File: src/rtl/ecle_pkg.sv
// Package for the console link engine: payload structs, state struct and codes.
// No dependencies; every other file in rtl/ refers to it by scoped names.
package ecle_pkg;

  // Protocol limits.
  localparam logic [1:0]  OpenTries   = 2'd3;
  localparam logic [1:0]  DataRetries = 2'd2;
  localparam logic [10:0] HdrBytes    = 11'd18;
  localparam logic [10:0] CtrlBytes   = 11'd60;
  localparam logic [10:0] MaxPayload  = 11'd1482;

  // Event opcodes.
  localparam logic [2:0] OpOpen  = 3'd0;
  localparam logic [2:0] OpTick  = 3'd1;
  localparam logic [2:0] OpData  = 3'd2;
  localparam logic [2:0] OpRx    = 3'd3;
  localparam logic [2:0] OpClose = 3'd4;

  // Message kinds, received encoding.
  localparam logic [7:0] KindInitB = 8'd1;
  localparam logic [7:0] KindData  = 8'd3;
  localparam logic [7:0] KindAck   = 8'd4;
  localparam logic [7:0] KindOffer = 8'd6;
  localparam logic [7:0] KindReset = 8'd7;

  // Message kinds, transmitted encoding.
  localparam logic [2:0] TxInitA = 3'd0;
  localparam logic [2:0] TxInitC = 3'd2;
  localparam logic [2:0] TxData  = 3'd3;
  localparam logic [2:0] TxAck   = 3'd4;
  localparam logic [2:0] TxReset = 3'd7;

  // Link status events.
  localparam logic [2:0] EvNone       = 3'd0;
  localparam logic [2:0] EvOpened     = 3'd1;
  localparam logic [2:0] EvOpenFailed = 3'd2;
  localparam logic [2:0] EvTimedOut   = 3'd3;
  localparam logic [2:0] EvPeerReset  = 3'd4;
  localparam logic [2:0] EvPeerOffer  = 3'd5;
  localparam logic [2:0] EvClosed     = 3'd6;

  // Link states.
  localparam logic [1:0] StIdle      = 2'd0;
  localparam logic [1:0] StOpening   = 2'd1;
  localparam logic [1:0] StConnected = 2'd2;

  // Configuration register indexes.
  localparam logic [1:0] CfgPeerAddr  = 2'd0;
  localparam logic [1:0] CfgEtherType = 2'd1;
  localparam logic [1:0] CfgConnTag   = 2'd2;

  localparam logic [7:0] RxSeqReset = 8'd255;

  typedef struct packed {
    logic [2:0]  opcode;
    logic [10:0] local_len;
    logic [47:0] rx_src;
    logic [15:0] rx_etype;
    logic [7:0]  rx_kind;
    logic [7:0]  rx_tag;
    logic [7:0]  rx_seqno;
    logic [10:0] rx_len;
  } in_item_t;

  typedef struct packed {
    logic        tx_send;
    logic [2:0]  tx_kind;
    logic [7:0]  tx_seqno;
    logic [10:0] tx_frame_len;
    logic        deliver;
    logic [10:0] deliver_len;
    logic [2:0]  link_event;
  } out_item_t;

  typedef struct packed {
    logic [47:0] peer_addr;
    logic [15:0] ether_type;
    logic [7:0]  conn_tag;
  } cfg_t;

  typedef struct packed {
    logic [1:0]  link_state;
    logic [1:0]  open_tries;
    logic [7:0]  send_seq;
    logic [7:0]  last_rx_seq;
    logic [10:0] unacked_len;
    logic [1:0]  retries_left;
  } link_t;

endpackage

File: src/rtl/ethernet_console_link_engine_unit.sv
// Top level of the console link engine: input register, event core, result register.
// Depends on ecle_pkg, ecle_cfg_regs and ecle_core.
//
// The engine takes one event per clock cycle while in_stall_o is low and returns exactly
// one result per event: the event is held in the input register, then the core updates
// the link state and loads the result register. Throughput is one event per cycle as
// long as the output side is not stalled; a stall on a held result holds both registers
// and reaches in_stall_o in the same cycle. No clearing pass is needed after reset.
// Configuration writes are always ready and should be issued only while the engine
// has no event in flight.
module ethernet_console_link_engine_unit (
  input  logic                clk_i,
  input  logic                rst_ni,
  input  logic                in_valid_i,
  output logic                in_stall_o,
  input  ecle_pkg::in_item_t  in_data_i,
  output logic                out_valid_o,
  input  logic                out_stall_i,
  output ecle_pkg::out_item_t out_data_o,
  input  logic                cfg_valid_i,
  output logic                cfg_ready_o,
  input  logic [1:0]          cfg_index_i,
  input  logic [47:0]         cfg_data_i
);

  ecle_pkg::cfg_t      cfg;
  ecle_pkg::in_item_t  in_q;
  logic                in_valid_q, in_valid_d;
  ecle_pkg::out_item_t out_q, res;
  logic                out_valid_q, out_valid_d;
  ecle_pkg::link_t     link_q, link_d;
  logic                advance;
  logic                in_take;

  assign cfg_ready_o = 1'b1;

  ecle_cfg_regs u_cfg (
    .clk_i      (clk_i),
    .rst_ni     (rst_ni),
    .cfg_valid_i(cfg_valid_i),
    .cfg_index_i(cfg_index_i),
    .cfg_data_i (cfg_data_i),
    .cfg_o      (cfg)
  );

  ecle_core u_core (
    .item_i(in_q),
    .cfg_i (cfg),
    .link_i(link_q),
    .link_o(link_d),
    .res_o (res)
  );

  // The held event moves on when the result register is empty or being drained.
  assign advance    = in_valid_q && (!out_valid_q || !out_stall_i);
  assign in_stall_o = in_valid_q && !advance;
  assign in_take    = in_valid_i && !in_stall_o;

  always_comb begin
    in_valid_d = in_valid_q;
    if (in_take) begin
      in_valid_d = 1'b1;
    end else if (advance) begin
      in_valid_d = 1'b0;
    end
    out_valid_d = out_valid_q;
    if (advance) begin
      out_valid_d = 1'b1;
    end else if (!out_stall_i) begin
      out_valid_d = 1'b0;
    end
  end

  always_ff @(posedge clk_i or negedge rst_ni) begin
    if (!rst_ni) begin
      in_valid_q         <= 1'b0;
      out_valid_q        <= 1'b0;
      link_q.link_state   <= ecle_pkg::StIdle;
      link_q.open_tries   <= '0;
      link_q.send_seq     <= '0;
      link_q.last_rx_seq  <= ecle_pkg::RxSeqReset;
      link_q.unacked_len  <= '0;
      link_q.retries_left <= '0;
    end else begin
      in_valid_q  <= in_valid_d;
      out_valid_q <= out_valid_d;
      if (advance) begin
        link_q <= link_d;
      end
    end
  end

  always_ff @(posedge clk_i) begin
    if (in_take) begin
      in_q <= in_data_i;
    end
    if (advance) begin
      out_q <= res;
    end
  end

  assign out_valid_o = out_valid_q;
  assign out_data_o  = out_q;

  // Unused transmit fields read as zero when no frame is sent.
  a_idle_fields_zero: assert property (@(posedge clk_i) disable iff (!rst_ni)
    (out_valid_o && !out_data_o.tx_send) |->
      (out_data_o.tx_kind == '0 && out_data_o.tx_seqno == '0 &&
       out_data_o.tx_frame_len == '0))
    else $error("idle transmit fields are not zero");

  // Every delivery of received data goes out together with its ack.
  a_deliver_acks: assert property (@(posedge clk_i) disable iff (!rst_ni)
    (out_valid_o && out_data_o.deliver) |->
      (out_data_o.tx_send && out_data_o.tx_kind == ecle_pkg::TxAck))
    else $error("delivery without ack");

  // An opened event leaves the link connected.
  a_opened_connects: assert property (@(posedge clk_i) disable iff (!rst_ni)
    (advance && res.link_event == ecle_pkg::EvOpened) |=>
      (link_q.link_state == ecle_pkg::StConnected))
    else $error("opened event without connected state");

endmodule

File: src/rtl/ecle_cfg_regs.sv
// Configuration register file of the console link engine.
// Depends on ecle_pkg for the register indexes and the cfg_t struct.
module ecle_cfg_regs (
  input  logic              clk_i,
  input  logic              rst_ni,
  input  logic              cfg_valid_i,
  input  logic [1:0]        cfg_index_i,
  input  logic [47:0]       cfg_data_i,
  output ecle_pkg::cfg_t    cfg_o
);

  ecle_pkg::cfg_t cfg_q, cfg_d;

  always_comb begin
    cfg_d = cfg_q;
    if (cfg_valid_i) begin
      unique case (cfg_index_i)
        ecle_pkg::CfgPeerAddr:  cfg_d.peer_addr  = cfg_data_i;
        ecle_pkg::CfgEtherType: cfg_d.ether_type = cfg_data_i[15:0];
        ecle_pkg::CfgConnTag:   cfg_d.conn_tag   = cfg_data_i[7:0];
        default: ;
      endcase
    end
  end

  always_ff @(posedge clk_i or negedge rst_ni) begin
    if (!rst_ni) begin
      cfg_q <= '0;
    end else begin
      cfg_q <= cfg_d;
    end
  end

  assign cfg_o = cfg_q;

endmodule

File: src/rtl/ecle_core.sv
// Event decoder and link state update of the console link engine, all combinational.
// Depends on ecle_pkg for the item, state and configuration structs and codes.
module ecle_core (
  input  ecle_pkg::in_item_t  item_i,
  input  ecle_pkg::cfg_t      cfg_i,
  input  ecle_pkg::link_t     link_i,
  output ecle_pkg::link_t     link_o,
  output ecle_pkg::out_item_t res_o
);

  logic [10:0] llen;
  logic [10:0] rlen;
  logic [1:0]  st;
  logic        from_peer;

  assign llen = (item_i.local_len > ecle_pkg::MaxPayload) ? ecle_pkg::MaxPayload
                                                          : item_i.local_len;
  assign rlen = (item_i.rx_len > ecle_pkg::MaxPayload) ? ecle_pkg::MaxPayload
                                                       : item_i.rx_len;
  // The unused fourth state code behaves as idle.
  assign st = (link_i.link_state == 2'd3) ? ecle_pkg::StIdle : link_i.link_state;
  assign from_peer = (item_i.rx_src == cfg_i.peer_addr) &&
                     (item_i.rx_etype == cfg_i.ether_type);

  always_comb begin
    link_o = link_i;
    res_o  = '0;
    unique case (item_i.opcode)
      ecle_pkg::OpOpen: begin
        link_o.link_state = ecle_pkg::StOpening;
        link_o.open_tries = 2'd1;
        res_o.tx_send      = 1'b1;
        res_o.tx_kind      = ecle_pkg::TxInitA;
        res_o.tx_frame_len = ecle_pkg::CtrlBytes;
      end
      ecle_pkg::OpTick: begin
        if (st == ecle_pkg::StOpening) begin
          if (link_i.open_tries < ecle_pkg::OpenTries) begin
            link_o.open_tries  = link_i.open_tries + 2'd1;
            res_o.tx_send      = 1'b1;
            res_o.tx_kind      = ecle_pkg::TxInitA;
            res_o.tx_frame_len = ecle_pkg::CtrlBytes;
          end else begin
            link_o.link_state = ecle_pkg::StIdle;
            res_o.link_event  = ecle_pkg::EvOpenFailed;
          end
        end else if (st == ecle_pkg::StConnected && link_i.unacked_len != '0) begin
          if (link_i.retries_left == '0) begin
            link_o.link_state = ecle_pkg::StIdle;
            res_o.link_event  = ecle_pkg::EvTimedOut;
          end else begin
            link_o.retries_left = link_i.retries_left - 2'd1;
            res_o.tx_send       = 1'b1;
            res_o.tx_kind       = ecle_pkg::TxData;
            res_o.tx_seqno      = link_i.send_seq;
            res_o.tx_frame_len  = ecle_pkg::HdrBytes + link_i.unacked_len;
          end
        end
      end
      ecle_pkg::OpData: begin
        if (st == ecle_pkg::StConnected) begin
          link_o.send_seq     = link_i.send_seq + 8'd1;
          link_o.unacked_len  = llen;
          link_o.retries_left = ecle_pkg::DataRetries;
          res_o.tx_send       = 1'b1;
          res_o.tx_kind       = ecle_pkg::TxData;
          res_o.tx_seqno      = link_i.send_seq + 8'd1;
          res_o.tx_frame_len  = ecle_pkg::HdrBytes + llen;
        end
      end
      ecle_pkg::OpRx: begin
        if (st == ecle_pkg::StOpening) begin
          if (item_i.rx_kind == ecle_pkg::KindInitB &&
              item_i.rx_etype == cfg_i.ether_type) begin
            link_o.link_state   = ecle_pkg::StConnected;
            link_o.send_seq     = '0;
            link_o.last_rx_seq  = ecle_pkg::RxSeqReset;
            link_o.unacked_len  = '0;
            link_o.retries_left = '0;
            res_o.tx_send       = 1'b1;
            res_o.tx_kind       = ecle_pkg::TxInitC;
            res_o.tx_frame_len  = ecle_pkg::CtrlBytes;
            res_o.link_event    = ecle_pkg::EvOpened;
          end
        end else if (st == ecle_pkg::StConnected && from_peer) begin
          // An offer ends the link whatever tag it carries.
          if (item_i.rx_kind == ecle_pkg::KindOffer) begin
            link_o.link_state = ecle_pkg::StIdle;
            res_o.link_event  = ecle_pkg::EvPeerOffer;
          end else if (item_i.rx_tag == cfg_i.conn_tag) begin
            if (item_i.rx_kind == ecle_pkg::KindData) begin
              if (item_i.rx_seqno != link_i.last_rx_seq) begin
                link_o.last_rx_seq = item_i.rx_seqno;
                res_o.deliver      = 1'b1;
                res_o.deliver_len  = rlen;
                res_o.tx_send      = 1'b1;
                res_o.tx_kind      = ecle_pkg::TxAck;
                res_o.tx_seqno     = item_i.rx_seqno;
                res_o.tx_frame_len = ecle_pkg::CtrlBytes;
              end
            end else if (item_i.rx_kind == ecle_pkg::KindAck) begin
              if (item_i.rx_seqno == link_i.send_seq) begin
                link_o.unacked_len = '0;
              end
            end else if (item_i.rx_kind == ecle_pkg::KindReset) begin
              link_o.link_state = ecle_pkg::StIdle;
              res_o.link_event  = ecle_pkg::EvPeerReset;
            end
          end
        end
      end
      ecle_pkg::OpClose: begin
        if (st == ecle_pkg::StOpening || st == ecle_pkg::StConnected) begin
          link_o.link_state  = ecle_pkg::StIdle;
          res_o.tx_send      = 1'b1;
          res_o.tx_kind      = ecle_pkg::TxReset;
          res_o.tx_frame_len = ecle_pkg::CtrlBytes;
          res_o.link_event   = ecle_pkg::EvClosed;
        end
      end
      default: ;
    endcase
  end

endmodule
File: config.mk
export PLATFORM = sky130hd
export DESIGN_NAME = ethernet_console_link_engine_unit
export DESIGN_NICKNAME = d
export VERILOG_FILES = /design/src/rtl/ecle_pkg.sv /design/src/rtl/ethernet_console_link_engine_unit.sv /design/src/rtl/ecle_cfg_regs.sv /design/src/rtl/ecle_core.sv
export SDC_FILE = /design/constraint.sdc
export NUM_CORES = 1
export LEC_CHECK = 0
export BUFFER_PORTS_ARGS = -buffer_cell sky130_fd_sc_hd__buf_4
export CORE_UTILIZATION = 47
export DETAILED_ROUTE_END_ITERATION = 10
export HOLD_SLACK_MARGIN = 0.1
export PLACE_DENSITY = 0.69
export SYNTH_ARGS = -nofsm -noshare
export SYNTH_HDL_FRONTEND = slang
export SYNTH_SLANG_ARGS = --single-unit
File: constraint.sdc
create_clock -name clk_i -period 4.2 [get_ports clk_i]
set_input_delay 0.84 -clock clk_i [delete_from_list [all_inputs] [get_ports clk_i]]
set_output_delay 0.84 -clock clk_i [all_outputs]
set_load 0.02 [all_outputs]
==> impl_metrics.tcl, run 1 <==
set metrics [dict create \
    n_fill_cell 1928 \
    final_cell_mix "buf_4, edfxtp_1, dfrtp_1" \
    post_cts_buffers 0 \
    grt_pass1_wl_mm 40.3 \
    via_per_inst 5.34 \
    grt_pass1_vias 7405 \
    seq_area_frac_synth 0.638 \
    die_w_um 157 \
    skew_ns 0.0246 \
    antenna_cells 0 \
    port_buffers 207 \
    power_density_nw_per_um2 502 \
    min_from "in_data_i[39]" \
    drtIter0Drc 335 \
    overflow 0 \
    holdPathStages 1 \
    hold_viol 0 \
    power_mw 7.12 \
    finalSetupTns_ns 0 \
    rows 56 \
    regArea_um2 7220 \
    slew_headroom 0.265 \
    drtAntennaViolNets 0 \
    drive_above_1_share 0.332 \
    boundaryPins 209 \
    synth_edf_count 151 \
    yosysWarnings 0 \
    rr_endpoint "link_q[16]$_DFFE_PN1P_" \
    hold_slack_ns 0.472 \
    wl_per_cell_um 18.7 \
    ys_types 64 \
    multi_input_area_um2 3910 \
    syn_area_um2 11300 \
    post_synth.cell_area_avg_um2 13.6 \
    reg2reg_from "in_q[110]$_DFFE_PP_" \
    rrSetupSlack_ns 1.44 \
    gp_congestion 0.888 \
    cts_buffer_depth 3 \
    drt_wl_total_mm 26.1 \
    vias 7449 \
    drv_cap 0 \
    placed_area_um2 13200 \
    nets 1229 \
    outcome "complete, no violations" \
    cp-start-kind "flip-flop" \
    finalSetupViolations 0 \
    path_max_fanout 20 \
    cp-end-kind "flip-flop" \
    cts.sinks 258 \
    grt_max_degree 82 \
    layout_commonest_cell "buf_4" \
    cts_tree "yes" \
    fmax_mhz 363 \
    hpwlAfterDp_mm 18.8 \
    area_growth_pct 25.4 \
    final_area_um2 14200 \
    clock_latency_ns 0.54 \
    synthCells 835 \
    htreeDepth 1 \
    utilization 0.603 \
    synthFlopType "edfxtp_1" \
    fin_crit_sh 0.657 \
    grt_util_all_layers 0.214 \
    root_buffer "clkbuf_16" \
    slew_viol_final 0 \
    holdCritPathClass "primary input to flip-flop" \
    dieHeight_um 157 \
    layout_min_cycle_time_ns 2.76 \
    rsz0062_at_grt "no" \
    cp.arrival_ns 3.20 \
    worst_pin_slew_ns 1.10 \
    first_pass_iters 4 \
    synth_nets 1010 \
    cts_resized 0 \
    clkTransAtPathRegs_ns 0.06 \
    ys_seq_elements 258 \
    die-area_um2 24700 \
    design.core.area_um2 23500 \
    p_leak_nw 5.70 \
    whs_endpoint "in_q[39]$_DFFE_PP_" \
    worst-setup-path-type "flip-flop to flip-flop" \
    critPathRequiredTime_ns 4.65 \
    async_reset_ff_frac 0.415 \
    r2r_cells 5 \
    holdBufCountCts 0 \
    ir_drop_uv 328 \
    start_util 0.481 \
    cts_made_buffers 28 \
    drc 0 \
    antenna_found_initial 0 \
]
==> critical path, stage by stage, from the launching register on <==
cell,delay [ns]
edfxtp_1,0.77
nand3b_1,0.47
nor2_1,0.33
nand4b_1,0.12
or4_1,0.74
mux2i_1,0.25
==> routing by layer <==
metal,part of all wire,global-route usage,vias up,wire [µm]
met5,0,0,-,0
met4,0.023,0.0652,0,597
met3,0.074,0.0479,40,1920
met2,0.49,0.364,241,12900
met1,0.41,0.274,3642,10700
li1,-,-,3526,-
==> logic make-up after synthesis <==
logic type / synth area share
adders and majority gates: 0.00774
xor gates and xnor gates: 0.0828
other: 0.000331
and+or+nand+nor: 0.0974
buffers and inverters: 0.0179
DFF: 0.638
muxes: 0.0861
AOI/OAI and AO/OA: 0.0695
==> flip-flops by register name (all words and copies together) (netlist names) <==
signal,cells
link_q,33
out_valid_o,1
in_q,113
in_valid_q,1
out_data_o,38
u_cfg.cfg_o,72
==> where the power goes <==
part	internal, mW	switching (mW)
Sequential	3.05	0.288
Clock	1.55	0.949
Combinational	0.654	0.631
==> cell usage after synthesis (all sizes together), types with 7 or more instances <==
library cell	n	area, µm²
nor3	9	50.1
mux2i	13	130
nand3	17	85.1
a21oi	37	189
a31oi	7	43.8
mux2	75	845
edfxtp	151	4530
nor4	15	128
o21ai	24	120
clkbuf	22	82.6
dfstp	8	210
nand2b	7	43.8
dfrtp	99	2480
xnor2	87	762
nand4	24	150
buf	9	48.8
ha	7	87.6
o31ai	11	82.6
nor2	38	143
and3	13	81.3
xor2	20	175
a22oi	14	105
nand2	46	173
inv	19	71.3
==> how the worst max path moves through the flow <==
stage | slack (ns) | depth (start not counted) | start | end
floorplan | 0.15 | 2 | out_stall_i | in_q[0]$_DFFE_PP_
global placement | 1.41 | 10 | out_stall_i | link_q[7]$_DFFE_PN0P_
detailed placement | 1.33 | 10 | out_stall_i | link_q[6]$_DFFE_PN0P_
CTS | 1.46 | 6 | in_q[39]$_DFFE_PP_ | link_q[16]$_DFFE_PN1P_
global route | 1.26 | 5 | in_q[110]$_DFFE_PP_ | link_q[18]$_DFFE_PN1P_
finish | 1.44 | 5 | in_q[110]$_DFFE_PP_ | link_q[16]$_DFFE_PN1P_
==> metrics by stage <==
step / worst slack [ns] / std cells
2_1_floorplan: 0.146 / 835
3_3_place_gp: 1.41 / 1343
3_5_place_dp: 1.33 / 1343
4_1_cts: 1.46 / 1395
5_1_grt: 1.26 / 1395
6_report: 1.44 / 1395
==> layout make-up <==
cell class | instances | area share
sequential | 258 | 0.509
multi-input combinational | 527 | 0.275
timing repair buffer | 220 | 0.116
clock buffer | 43 | 0.0563
tap | 319 | 0.0281
clock inverter | 9 | 0.0101
inverter | 19 | 0.00503
No activity file was read; power rests on OpenSTA's default activity.
==> run 2, diff against run 1 <==
--- a/config.mk
+++ b/config.mk
@@ -9,7 +9,7 @@
 export CORE_UTILIZATION = 47
 export DETAILED_ROUTE_END_ITERATION = 10
 export HOLD_SLACK_MARGIN = 0.1
-export PLACE_DENSITY = 0.69
+export PLACE_DENSITY = 0.72
 export SYNTH_ARGS = -nofsm -noshare
 export SYNTH_HDL_FRONTEND = slang
 export SYNTH_SLANG_ARGS = --single-unit
==> constraint.sdc (replaced) <==
create_clock -name clk_i -period 2.5 [get_ports clk_i]
set_input_delay 0.5 -clock clk_i [delete_from_list [all_inputs] [get_ports clk_i]]
set_output_delay 0.5 -clock clk_i [all_outputs]
set_load 0.02 [all_outputs]
==> run 2 against run 1 <==
Effect of this change: die area unchanged; cell area up 4.8%; critical path type unchanged; wire length up 3.6%; highest routed layer unchanged; global-route usage up 0.69 points; largest power group unchanged; sequential power up 66%; critical path depth unchanged; sequential share of layout area down 2.3 points; non-clock buffer count up 67; register-to-register slack worse by 1.4 ns; clock power up 57%; final cell count up 4.9%.
==> impl_metrics.tcl, run 2 (synthesis gave the netlist of run 1 again) <==
set metrics [dict create \
    outcome "complete, no violations" \
    cts_tree "yes" \
    area_growth_pct 31.4 \
    cp_common_cell "nor4_2" \
    die-area_um2 24700 \
    grt_pass1_wl_mm 41.5 \
    placed_cells 1378 \
    layout_min_cycle_time_ns 2.42 \
    die_w_um 157 \
    cp-start-kind "flip-flop" \
    cp.arrival_ns 2.86 \
    clkTransAtPathRegs_ns 0.06 \
    comb_power_share 0.202 \
    worst-setup-path-type "flip-flop to flip-flop" \
    cp-end-kind "flip-flop" \
    seqPwrFrac 0.469 \
    wl_per_cell_um 18.5 \
    grt_pass1_vias 7753 \
    hold_viol 0 \
    hpwlAfterDp_mm 19.8 \
    design.core.area_um2 23500 \
    cts_made_buffers 28 \
    rsz0062_at_grt "yes" \
    nets 1296 \
    top_usage_layer "met2" \
    power_mw 11.9 \
    power.switching_mw 3.23 \
    root_buffer "clkbuf_16" \
    final_cell_mix "buf_4, edfxtp_1, dfrtp_1" \
    p_clk_frac 0.329 \
    drive_above_1_share 0.356 \
    path_max_fanout 3 \
    reg2reg_from "in_q[32]$_DFFE_PP_" \
    finalSetupViolations 0 \
    largest_reg_flops 113 \
    layout_commonest_cell "buf_4" \
    ir_drop_uv 554 \
    dieHeight_um 157 \
    min_from "in_data_i[55]" \
    drtIter0Drc 381 \
    crit_path_top_delay_cell "or4_1" \
    clock_latency_ns 0.56 \
    via_per_inst 5.31 \
    slew_viol_final 0 \
    gp_congestion 0.927 \
    rows 56 \
    internal_power_mw 8.63 \
    critPathBufInv 0 \
    holdCritPathClass "primary input to flip-flop" \
    cts.sinks 258 \
    critPathMaxStageDelay_ns 0.57 \
    hold_slack_ns 0.118 \
    post-place-ws_ns -0.0241 \
    use_met1 0.280 \
    start_util 0.481 \
    htreeDepth 1 \
    critPathLaunch "in_q[32]$_DFFE_PP_" \
    grt_util_all_layers 0.221 \
    met3_usage 0.0471 \
    drtAntennaViolNets 0 \
    worst_pin_slew_ns 0.699 \
    overflow 0 \
    grt_max_degree 49 \
    power_density_nw_per_um2 797 \
    vias 7764 \
    drc 0 \
    boundaryPins 209 \
    drt_wl_total_mm 27.0 \
    swShare 0.272 \
    slew_headroom 0.534 \
    finalNonFillerCells 1463 \
    p_leak_nw 6.04 \
    cts_buffer_depth 3 \
    grtUsageMet2 0.380 \
    skew_ns 0.0195 \
    cp_top_family "simple AND/OR/NAND/NOR gates" \
    port_buffers 207 \
    fin_crit_sh 0.969 \
    final.setup.worst_slack_ns 0.0783 \
    critPathRequiredTime_ns 2.94 \
    first_pass_iters 5 \
    antenna_found_initial 1 \
    crit_chain "or4_1, nor4_2, a41oi_1, nor4_2, mux2_1" \
    regMostFlops "in_q" \
    fmax_mhz 413 \
    drv_cap 0 \
    utilization 0.632 \
]
==> run 2: cell count changes in the layout (fill, tap and decap cells not counted), moves of 4 or more <==
cell	change
xnor2_1	-4
dlygate4sd3_1	+30
buf_4	+30
bufinv_16	-4
xnor2_2	+4
buf_12	+6
==> run 2: path summary, 6_finish.rpt <==
check                                              end  slack, ns  cells after the start
max                              link_q[0]$_DFFE_PN0P_       0.08                      5
min                                 in_q[55]$_DFFE_PP_       0.12                      1
max reg2reg                      link_q[0]$_DFFE_PN0P_       0.08                      5
min reg2reg                    out_valid_o$_DFFE_PN0P_       0.50                      1
max in group asynchronous        link_q[4]$_DFFE_PN0P_       1.31                      3
min in group asynchronous  u_cfg.cfg_o[15]$_DFFE_PN0P_       0.54                      2
==> run 2: power by group through the flow <==
stage / Combinational, mW / Sequential, mW / Clock (mW)
after floorplan: 1.44 / 5.62 / 0
after global placement: 2.30 / 5.61 / 0
after detailed placement: 2.35 / 5.63 / 0
after CTS: 2.38 / 5.55 / 3.96
after global routing: 2.65 / 5.63 / 4.13
final: 2.40 / 5.56 / 3.90
==> run 2: cell type report <==
type / count / area, µm²
Clock buffer: 47 / 833
Sequential cell: 258 / 7220
Fill cell: 1818 / 8670
Clock inverter: 5 / 48.8
Multi-Input combinational cell: 527 / 3990
Tap cell: 319 / 399
Inverter: 19 / 75.1
Antenna cell: 1 / 2.50
Timing Repair Buffer: 287 / 2310
==> run 2: worst register-to-register path, delay by kind of cell (launching register included) <==
| kind | cells | cell delay, ns |
|---|---|---|
| mux | 1 | 0.36 |
| compound gates | 1 | 0.19 |
| simple gates | 3 | 1.37 |
| flops | 1 | 0.40 |
==> run 2: timing repair <==
action,4_1_cts,5_1_grt
buffers inserted,1,1
endpoints found under the hold margin,49,16
gates resized for setup,1,15
setup endpoints to repair,4,34
gates cloned,0,0
pin swaps,1,8
hold buffers,14,16
==> run 2: routing by layer <==
layer / part of all wire / wire (µm) / up-vias
met3: 0.067 / 1820 / 53
li1: - / - / 3652
met2: 0.50 / 13500 / 276
met4: 0.030 / 807 / 0
met1: 0.40 / 10900 / 3783
met5: 0 / 0 / -
==> run 2: per-stage QoR <==
stage	cell area (µm²)	TNS, ns
3_5_place_dp	13600	-0.0241
2_1_floorplan	11300	0
6_report	14900	0
5_1_grt	14900	-0.0121
4_1_cts	14600	0
3_3_place_gp	13600	0
==> run 3, diff against run 2 <==
--- a/config.mk
+++ b/config.mk
@@ -6,10 +6,11 @@
 export NUM_CORES = 1
 export LEC_CHECK = 0
 export BUFFER_PORTS_ARGS = -buffer_cell sky130_fd_sc_hd__buf_4
+export CORE_MARGIN = 1
 export CORE_UTILIZATION = 47
 export DETAILED_ROUTE_END_ITERATION = 10
 export HOLD_SLACK_MARGIN = 0.1
-export PLACE_DENSITY = 0.72
+export PLACE_DENSITY = 0.69
 export SYNTH_ARGS = -nofsm -noshare
 export SYNTH_HDL_FRONTEND = slang
 export SYNTH_SLANG_ARGS = --single-unit
==> constraint.sdc (replaced) <==
create_clock -name clk_i -period 3.1 [get_ports clk_i]
set_input_delay 0.62 -clock clk_i [delete_from_list [all_inputs] [get_ports clk_i]]
set_output_delay 0.62 -clock clk_i [all_outputs]
set_load 0.02 [all_outputs]
==> run 3 against run 2 <==
Effect of this change: critical path depth up 1; sequential share of layout area is 1.7 points higher; largest power group unchanged; global-route usage decreased by 0.27 points; via count shrank 2.7%; register-to-register slack improved by 0.34 ns.
==> impl_metrics.tcl, run 3 (synthesis gave the netlist of run 1 again) <==
set metrics [dict create \
    skew_ns 0.0240 \
    cts_tree "yes" \
    first_pass_iters 5 \
    dieHeight_um 157 \
    via_per_inst 5.39 \
    cp-start-kind "flip-flop" \
    port_buffers 207 \
    holdBufCountCts 1 \
    design.core.area_um2 23500 \
    post-place-ws_ns 0.401 \
    layout_commonest_cell "buf_4" \
    gp_congestion 0.882 \
    wl_per_cell_um 18.7 \
    die-area_um2 24700 \
    cts_made_buffers 28 \
    start_util 0.481 \
    die_w_um 157 \
    finalSetupTns_ns 0 \
    cp.arrival_ns 3.15 \
    holdCritPathClass "primary input to flip-flop" \
    antenna_cells 0 \
    outcome "complete, no violations" \
    critPathLaunch "u_cfg.cfg_o[10]$_DFFE_PN0P_" \
    critPathRequiredTime_ns 3.57 \
    reg2reg_from "u_cfg.cfg_o[10]$_DFFE_PN0P_" \
    fin_crit_sh 0.864 \
    final_cell_mix "buf_4, edfxtp_1, dfrtp_1" \
    hold_viol 0 \
    p_leak_nw 5.80 \
    antenna_found_initial 0 \
    hpwlAfterDp_mm 19.2 \
    grt_pass1_vias 7545 \
    regMostFlops "in_q" \
    cts.sinks 258 \
    worst_pin_slew_ns 1.01 \
    area_growth_pct 27.0 \
    clock_latency_ns 0.56 \
    root_buffer "clkbuf_16" \
    fmax_mhz 373 \
    drtAntennaViolNets 0 \
    min_from "in_data_i[88]" \
    slew_viol_final 0 \
    cp-end-kind "flip-flop" \
    grt_util_all_layers 0.219 \
    power_mw 9.94 \
    power_density_nw_per_um2 692 \
    nets 1237 \
    worst-setup-path-type "flip-flop to flip-flop" \
    rows 56 \
    rsz0062_at_grt "no" \
    cts_buffer_depth 3 \
    drc 0 \
    drive_above_1_share 0.340 \
    hold_slack_ns 0.230 \
    grt_pass1_wl_mm 41.1 \
    drt_wl_total_mm 26.3 \
    clkTransAtPathRegs_ns 0.06 \
    post_cts_buffers 0 \
    final.setup.worst_slack_ns 0.420 \
    ir_drop_uv 555 \
    cts_resized 0 \
    htreeDepth 1 \
    overflow 0 \
    layout_min_cycle_time_ns 2.68 \
    slew_headroom 0.323 \
    boundaryPins 209 \
    largest_reg_flops 113 \
    vias 7556 \
    drv_cap 0 \
    utilization 0.610 \
    path_max_fanout 8 \
    drtIter0Drc 409 \
    finalSetupViolations 0 \
    grt_max_degree 60 \
]
-- run 3: cell count changes in the layout (fill, tap and decap cells not counted), moves of 4 or more --
cell           before  now
bufinv_16           0    7
clkbuf_1           14    6
buf_4             250  225
buf_12              6    2
xnor2_2             4    0
xnor2_1            83   87
dlygate4sd3_1      30    1
-- run 3: cell type report --
cell class / count / area (µm²)
Clock buffer: 36 / 751
Clock inverter: 16 / 285
Fill cell: 1881 / 9180
Inverter: 19 / 71.3
Multi-Input combinational cell: 527 / 3900
Sequential cell: 258 / 7220
Tap cell: 319 / 399
Timing Repair Buffer: 228 / 1740
-- run 3: metrics by stage --
step	instance area, µm²	cells
3_5_place_dp	13300	1350
3_3_place_gp	13300	1350
2_1_floorplan	11300	835
6_report	14400	1403
4_1_cts	14400	1403
5_1_grt	14400	1403
-- run 3: final timing paths --
path	to	slack, ns	cells past startpoint
min in group asynchronous	u_cfg.cfg_o[23]$_DFFE_PN0P_	0.54	2
max in group asynchronous	link_q[14]$_DFFE_PN1P_	1.83	3
worst max register to register	link_q[18]$_DFFE_PN1P_	0.42	6
worst max-delay path	link_q[18]$_DFFE_PN1P_	0.42	6
worst min-delay path	in_q[88]$_DFFE_PP_	0.23	1
worst min register to register	out_valid_o$_DFFE_PN0P_	0.50	1
-- run 3: critical path, stage by stage, from the launching register on --
cell	delay, ns
dfrtp_1	0.38
xnor2_1	0.18
nand4_1	0.19
nor4_4	0.52
nand3_1	0.24
or4_1	0.82
mux2i_1	0.25
-- run 3: power by group --
part / switching, mW / internal (mW) / total (mW) / leakage (nW)
sequential: 0.384 / 4.13 / 4.52 / 2.71
clock: 1.36 / 2.30 / 3.66 / 0.504
combinational: 0.863 / 0.904 / 1.77 / 2.58
-- run 3: layer usage --
layer,GRT usage,vias to the layer above,share of wire
met4,0.0693,0,0.030
met3,0.0476,55,0.072
met2,0.365,286,0.49
met1,0.284,3664,0.41
li1,-,3551,-
met5,0,-,0
